**src/hw/rtl/hrdp_pkg.sv**
```systemverilog
// Package for the HID report descriptor parser.
// Holds the transaction types, item codes and shared constants; no dependencies.
`default_nettype none

package hrdp_pkg;

  localparam int DEF_MAX_FIELDS = 16;

  localparam logic [1:0] SIZE_CODE_FOUR = 2'd3;

  typedef enum logic [1:0] {
    TYPE_MAIN     = 2'd0,
    TYPE_GLOBAL   = 2'd1,
    TYPE_LOCAL    = 2'd2,
    TYPE_RESERVED = 2'd3
  } item_type_e;

  localparam logic [3:0] TAG_USAGE_PAGE   = 4'h0;
  localparam logic [3:0] TAG_LOGICAL_MIN  = 4'h1;
  localparam logic [3:0] TAG_LOGICAL_MAX  = 4'h2;
  localparam logic [3:0] TAG_REPORT_SIZE  = 4'h7;
  localparam logic [3:0] TAG_REPORT_ID    = 4'h8;
  localparam logic [3:0] TAG_REPORT_COUNT = 4'h9;
  localparam logic [3:0] TAG_USAGE        = 4'h0;
  localparam logic [3:0] TAG_INPUT        = 4'h8;

  typedef struct packed {
    logic [7:0] desc_byte;
    logic       last_byte;
  } in_t;

  typedef struct packed {
    logic               has_field;
    logic [15:0]        field_page;
    logic [15:0]        field_usage;
    logic signed [31:0] field_min;
    logic signed [31:0] field_max;
    logic [15:0]        bit_size;
    logic [15:0]        element_count;
    logic [7:0]         id_of_report;
    logic               relative_flag;
    logic               variable_flag;
    logic               end_of_descriptor;
    logic [4:0]         fields_found;
  } out_t;

  typedef struct packed {
    logic        complete;
    item_type_e  item_type;
    logic [3:0]  tag;
    logic [31:0] value;
  } item_t;

endpackage

`default_nettype wire

```
**src/hw/rtl/hrdp_assembler.sv**
```systemverilog
// Collects a prefix byte and its data bytes into one complete short item.
// Depends on hrdp_pkg.
`default_nettype none

module hrdp_assembler
  import hrdp_pkg::*;
(
  input  wire logic       clk,
  input  wire logic       rst,
  input  wire logic       advance,
  input  wire logic [7:0] desc_byte,
  input  wire logic       last_byte,
  output item_t           item
);

  logic [2:0]  pending;
  logic [7:0]  prefix;
  logic [31:0] data_shift;
  logic [2:0]  pending_next;
  logic [7:0]  prefix_next;
  logic [31:0] data_shift_next;
  logic        complete;

  always_comb begin
    if (pending == 3'd0) begin
      prefix_next     = desc_byte;
      data_shift_next = 32'd0;
      pending_next    = (desc_byte[1:0] == SIZE_CODE_FOUR) ? 3'd4 : {1'b0, desc_byte[1:0]};
      complete        = (desc_byte[1:0] == 2'd0);
    end else begin
      prefix_next     = prefix;
      data_shift_next = {desc_byte, data_shift[31:8]};
      pending_next    = pending - 3'd1;
      complete        = (pending == 3'd1);
    end
  end

  always_comb begin
    item.complete  = complete;
    item.item_type = item_type_e'(prefix_next[3:2]);
    item.tag       = prefix_next[7:4];
    unique case (prefix_next[1:0])
      2'd0: item.value = 32'd0;
      2'd1: item.value = {24'd0, data_shift_next[31:24]};
      2'd2: item.value = {{16{data_shift_next[31]}}, data_shift_next[31:16]};
      default: item.value = data_shift_next;
    endcase
  end

  always_ff @(posedge clk) begin
    if (rst) begin
      pending    <= 3'd0;
      prefix     <= 8'd0;
      data_shift <= 32'd0;
    end else if (advance) begin
      if (last_byte) begin
        pending    <= 3'd0;
        prefix     <= 8'd0;
        data_shift <= 32'd0;
      end else begin
        pending    <= pending_next;
        prefix     <= prefix_next;
        data_shift <= data_shift_next;
      end
    end
  end

endmodule

`default_nettype wire

```
**src/hw/rtl/hrdp_executor.sv**
```systemverilog
// Applies completed items to the global and local state and forms field records.
// Depends on hrdp_pkg.
`default_nettype none

module hrdp_executor
  import hrdp_pkg::*;
#(
  parameter int MAX_FIELDS = DEF_MAX_FIELDS
) (
  input  wire logic clk,
  input  wire logic rst,
  input  wire logic advance,
  input  wire logic last_byte,
  input  item_t     item,
  output logic      emit,
  output out_t      result
);

  localparam int TW = $clog2(MAX_FIELDS + 1);

  logic [15:0]   page_reg;
  logic [31:0]   min_reg;
  logic [31:0]   max_reg;
  logic [15:0]   size_reg;
  logic [15:0]   count_reg;
  logic [7:0]    id_reg;
  logic [15:0]   usage_reg;
  logic [TW-1:0] field_total;
  logic [TW-1:0] field_total_next;
  logic [31:0]   total_wide;
  logic          is_global;
  logic          is_local;
  logic          record;

  always_comb begin
    is_global = item.complete && (item.item_type == TYPE_GLOBAL);
    is_local  = item.complete && (item.item_type == TYPE_LOCAL);
    record    = item.complete && (item.item_type == TYPE_MAIN) &&
                (item.tag == TAG_INPUT) && (field_total < TW'(MAX_FIELDS));
    field_total_next = record ? field_total + 1'b1 : field_total;
    total_wide       = 32'(field_total_next);
    emit             = record || last_byte;

    result                   = '0;
    result.end_of_descriptor = last_byte;
    result.fields_found      = total_wide[4:0];
    if (record) begin
      result.has_field     = 1'b1;
      result.field_page    = page_reg;
      result.field_usage   = usage_reg;
      result.field_min     = min_reg;
      result.field_max     = max_reg;
      result.bit_size      = size_reg;
      result.element_count = count_reg;
      result.id_of_report  = id_reg;
      result.relative_flag = item.value[2];
      result.variable_flag = item.value[1];
    end
  end

  always_ff @(posedge clk) begin
    if (rst || (advance && last_byte)) begin
      page_reg    <= 16'd0;
      min_reg     <= 32'd0;
      max_reg     <= 32'd0;
      size_reg    <= 16'd0;
      count_reg   <= 16'd0;
      id_reg      <= 8'd0;
      usage_reg   <= 16'd0;
      field_total <= '0;
    end else if (advance) begin
      field_total <= field_total_next;
      if (is_global) begin
        unique case (item.tag)
          TAG_USAGE_PAGE:   page_reg  <= item.value[15:0];
          TAG_LOGICAL_MIN:  min_reg   <= item.value;
          TAG_LOGICAL_MAX:  max_reg   <= item.value;
          TAG_REPORT_SIZE:  size_reg  <= item.value[15:0];
          TAG_REPORT_ID:    id_reg    <= item.value[7:0];
          TAG_REPORT_COUNT: count_reg <= item.value[15:0];
          default: ;
        endcase
      end
      if (is_local && (item.tag == TAG_USAGE)) begin
        usage_reg <= item.value[15:0];
      end
      if (record) begin
        usage_reg <= 16'd0;
      end
    end
  end

endmodule

`default_nettype wire

```
**src/hw/rtl/hid_report_descriptor_parser.sv**
```systemverilog
// Top level of the HID report descriptor parser.
// Depends on hrdp_pkg, hrdp_assembler and hrdp_executor.
//
// The input channel takes one descriptor byte per transaction, with last_byte
// marking the final byte. The output channel carries a transaction for every
// byte that completes an Input main item while the record limit is not yet
// reached, and for the final byte, which also has end_of_descriptor set.
// Bytes that produce no record and are not final give no output transaction.
// An accepted byte waits in the input register until the output register is
// empty or drained in the same cycle; it is processed then, and its result is registered into the output register.
// One byte is taken per cycle as long as the output register is empty or
// drained in the same cycle; the byte decode and state update are the only
// logic between the input and result registers.
// Reset clears all parser state and both valid flags. After the final byte the
// parser returns to its reset state on its own. When the receiver stalls, the
// result waits in the output register and the input register holds the next
// byte, so in_ready falls only while both are occupied.
`default_nettype none

module hid_report_descriptor_parser
  import hrdp_pkg::*;
#(
  parameter int MAX_FIELDS = DEF_MAX_FIELDS
) (
  input  wire logic clk,
  input  wire logic rst,
  input  wire logic in_valid,
  output logic      in_ready,
  input  in_t       in_item,
  output logic      out_valid,
  input  wire logic out_ready,
  output out_t      out_item
);

  logic  held;
  in_t   held_item;
  logic  advance;
  logic  emit;
  item_t item;
  out_t  result;

  assign advance  = held && (!out_valid || out_ready);
  assign in_ready = !held || advance;

  always_ff @(posedge clk) begin
    if (rst) begin
      held <= 1'b0;
    end else if (in_valid && in_ready) begin
      held <= 1'b1;
    end else if (advance) begin
      held <= 1'b0;
    end
  end

  always_ff @(posedge clk) begin
    if (in_valid && in_ready) begin
      held_item <= in_item;
    end
  end

  hrdp_assembler u_assembler (
    .clk       (clk),
    .rst       (rst),
    .advance   (advance),
    .desc_byte (held_item.desc_byte),
    .last_byte (held_item.last_byte),
    .item      (item)
  );

  hrdp_executor #(
    .MAX_FIELDS (MAX_FIELDS)
  ) u_executor (
    .clk       (clk),
    .rst       (rst),
    .advance   (advance),
    .last_byte (held_item.last_byte),
    .item      (item),
    .emit      (emit),
    .result    (result)
  );

  always_ff @(posedge clk) begin
    if (rst) begin
      out_valid <= 1'b0;
    end else if (advance && emit) begin
      out_valid <= 1'b1;
    end else if (out_ready) begin
      out_valid <= 1'b0;
    end
  end

  always_ff @(posedge clk) begin
    if (advance && emit) begin
      out_item <= result;
    end
  end

endmodule

`default_nettype wire

```
**config.mk**
```make
export PLATFORM = sky130hd
export DESIGN_NAME = hid_report_descriptor_parser
export DESIGN_NICKNAME = d
export VERILOG_FILES = /design/src/hw/rtl/hrdp_pkg.sv /design/src/hw/rtl/hrdp_assembler.sv /design/src/hw/rtl/hrdp_executor.sv /design/src/hw/rtl/hid_report_descriptor_parser.sv
export SDC_FILE = /design/constraint.sdc
export NUM_CORES = 1
export LEC_CHECK = 0
export ABC_AREA = 1
export BUFFER_PORTS_ARGS = -buffer_cell sky130_fd_sc_hd__buf_2
export CAP_MARGIN = 20
export CELL_PAD_IN_SITES_DETAIL_PLACEMENT = 0
export CELL_PAD_IN_SITES_GLOBAL_PLACEMENT = 1
export CORE_MARGIN = 3
export CORE_UTILIZATION = 39
export CTS_BUF_LIST = sky130_fd_sc_hd__clkbuf_16
export DETAILED_ROUTE_END_ITERATION = 16
export PLACE_DENSITY_LB_ADDON = 0.15
export SLEW_MARGIN = 10
export SYNTH_ARGS = -nofsm -noshare
export SYNTH_HDL_FRONTEND = slang
export SYNTH_SLANG_ARGS = --single-unit
```
**constraint.sdc**
```tcl
create_clock -name clk -period 5.2 [get_ports clk]
set_clock_uncertainty 0.15 [all_clocks]
set_input_delay 0.78 -clock clk [delete_from_list [all_inputs] [get_ports clk]]
set_output_delay 0.78 -clock clk [all_outputs]
set_load 0.01 [all_outputs]
```
==> impl_metrics.toml <==
[cts]
cts.sinks = 332
hold_buffers = 0
clk_latency_ns = 0.51
postCtsSetupBuffers = 0
cts_tree = "built"
cts_resized = 0
cts_max_level = 2
cts.path.max_buffers = 3
clockRootBuffer = "clkbuf_16"
cts.clk_slew.worst_paths_ns = 0.05
cts_made_buffers = 38

[worst_setup_path]
slowest_delay_ns = 0.56
cp_cell_sequence = "inv_1, ha_1, inv_2, nor2_4, nand2_1, nand2_2, nand2_2, nor2_4, nand3_1, buf_4, nand2_8, buf_12"
cp-start-kind = "register"
worst-endpoint-arrival_ns = 3.67
crit_slowest_cell = "nand2_8"
endpoint_kind = "register"
critPathTopFamily = "simple AND/OR/NAND/NOR gates"
worstSetupPathType = "register to register"
crit_path_max_fanout = 95
crit_buf_inv = 4
worstPathRequired_ns = 5.24

[synthesis]
synthesis.area_um2 = 13200
synth_nets = 1560
async_reset_ff_frac = 0
ys_types = 32
syn_area_per_cell_um2 = 8.58
synth_most_common_cell = "nor2_1"
ys_warn_count = 0
synth-edff-count = 154
dominantRegCellSynth = "dfxtp_1"
yosysTopAreaCellShare = 0.349
ys_seq_area_frac = 0.618
synth-seq-cells = 332
syn_inst = 1543
yosys.area.top_type = "edfxtp_1"
synth_commonest_cells = "431 x nor2_1, 307 x nand2_1, 189 x inv_1"
netlist_top_cells_area = "edfxtp_1 35%, dfxtp_1 27%, nor2_1 12%"

[global_route]
antenna_found_initial = 0
grt_overflow = 0
grt_max_degree = 96
grt_pass1_wl_um = 51700
grt_pass1_vias = 9261
track_usage = 0.181

[die]
core_um2 = 33000
io_pins = 160
initial_utilization = 0.401
die_area_um2 = 36200
die_w_um = 190
fp.dieH_um = 190
row_count = 66

[sta]
period_minus_slack_ns = 3.63
worst_pin_slew_ns = 0.842
slew_viol_final = 0
post-route-period-util = 0.698
max_freq_mhz = 276
setup_tns_ns = 0
relSlewSlack = 0.439
hold_viol_final = 0
worst_slack_ns = 1.57
holdWs_ns = 0.297
setup_viol = 0
rsz0062_at_grt = "false"

[cells_and_area]
nNetsFinal = 1696
largest_register_ffs = 145
layout-drive-gt1-share = 0.146
fin_util = 0.471
fillCellCount = 3289
fin_area_um2 = 15600
area_delta_synth_final_pct = 17.6
diodes = 0

[drt]
drt_first_iter_violations = 723
num_vias = 9872
ant_nets = 0
drt_first_pass_iters = 5
drc_errors = 0
vias_per_cell = 4.59
wl_per_cell_um = 15.4
drt-total-wl_um = 33200

[placement]
place.gp.congestion = 0.798
port_buffers = 159
place_area_um2 = 14400
preCtsSetupSlack_ns = 1.55
hpwl_um = 20700

[flow_run]
cap_violations = 0

[status]
outcome = "finished clean"

[power_and_ir_drop]
peakVddDrop_mv = 0.251
p_per_area_nw_per_um2 = 353
leakagePower_nw = 6.82

[worst_hold_path]
worstHoldPathType = "input pin to register"
through the flow:
stage / power, mW / cells
CTS: 5.57 / 2150
global placement: 3.06 / 2080
global route: 5.70 / 2150
finish: 5.49 / 2150
floorplan: 2.98 / 1543
detailed placement: 3.06 / 2081
where the power goes:
part	leakage (nW)	internal (mW)	switching, mW	total (mW)
Combinational	3.38	0.0547	0.169	0.223
Sequential	2.84	2.77	0.0168	2.78
Clock	0.604	1.46	1.03	2.48
cells by family (layout without fill, tap and decap cells):
logic type	count (synthesis)	in the layout	synth area share
flip-flops	332	332	0.618
AND/OR/NAND/NOR	837	837	0.252
XOR/XNOR	4	4	0.00265
adder cells (fa/ha/maj)	4	4	0.00378
AO/OA/AOI/OAI	97	97	0.0426
buffers and inverters	269	434	0.0806
worst paths after layout:
path	slack [ns]	startpoint	depth (start not counted)	endpoint
worst min register to register	0.32	u_assembler.prefix[2]$_SDFFE_PP0P_	2	u_assembler.prefix[2]$_SDFFE_PP0P_
worst max register to register	1.57	u_assembler.pending[0]$_SDFFE_PP0P_	12	out_item[29]$_SDFFCE_PP0P_
worst max-delay path	1.57	u_assembler.pending[0]$_SDFFE_PP0P_	12	out_item[29]$_SDFFCE_PP0P_
worst min-delay path	0.30	in_item[3]	1	held_item[3]$_DFFE_PP_
layout by cell type, fill, tap and decap left out, types with 11 or more instances in the layout:
master     instances
a21oi_1           28
a22oi_1           25
buf_2            159
buf_4             11
clkbuf_16         39
dfxtp_1          178
edfxtp_1         154
inv_1            196
nand2_1          306
nand3_1           67
nand4_1           12
nor2_1           430
o21ai_0           27
final cells by class:
type	count	area, µm²	share of cell area
flip-flops and latches	332	8190	0.526
well taps	442	553	0.0355
inverters	192	722	0.0464
clock inverters	30	186	0.0120
repair buffers	173	933	0.0599
multi-input cells	942	4010	0.258
clock buffers	39	976	0.0627
layer usage:
metal	part of all wire	wire, µm	vias to the layer above	GRT usage
li1	-	-	5084	-
met1	0.49	16300	4525	0.261
met2	0.44	14600	212	0.283
met3	0.044	1460	51	0.0274
met4	0.026	867	0	0.0553
met5	0	0	-	0
(Power assumes the default switching activity.)
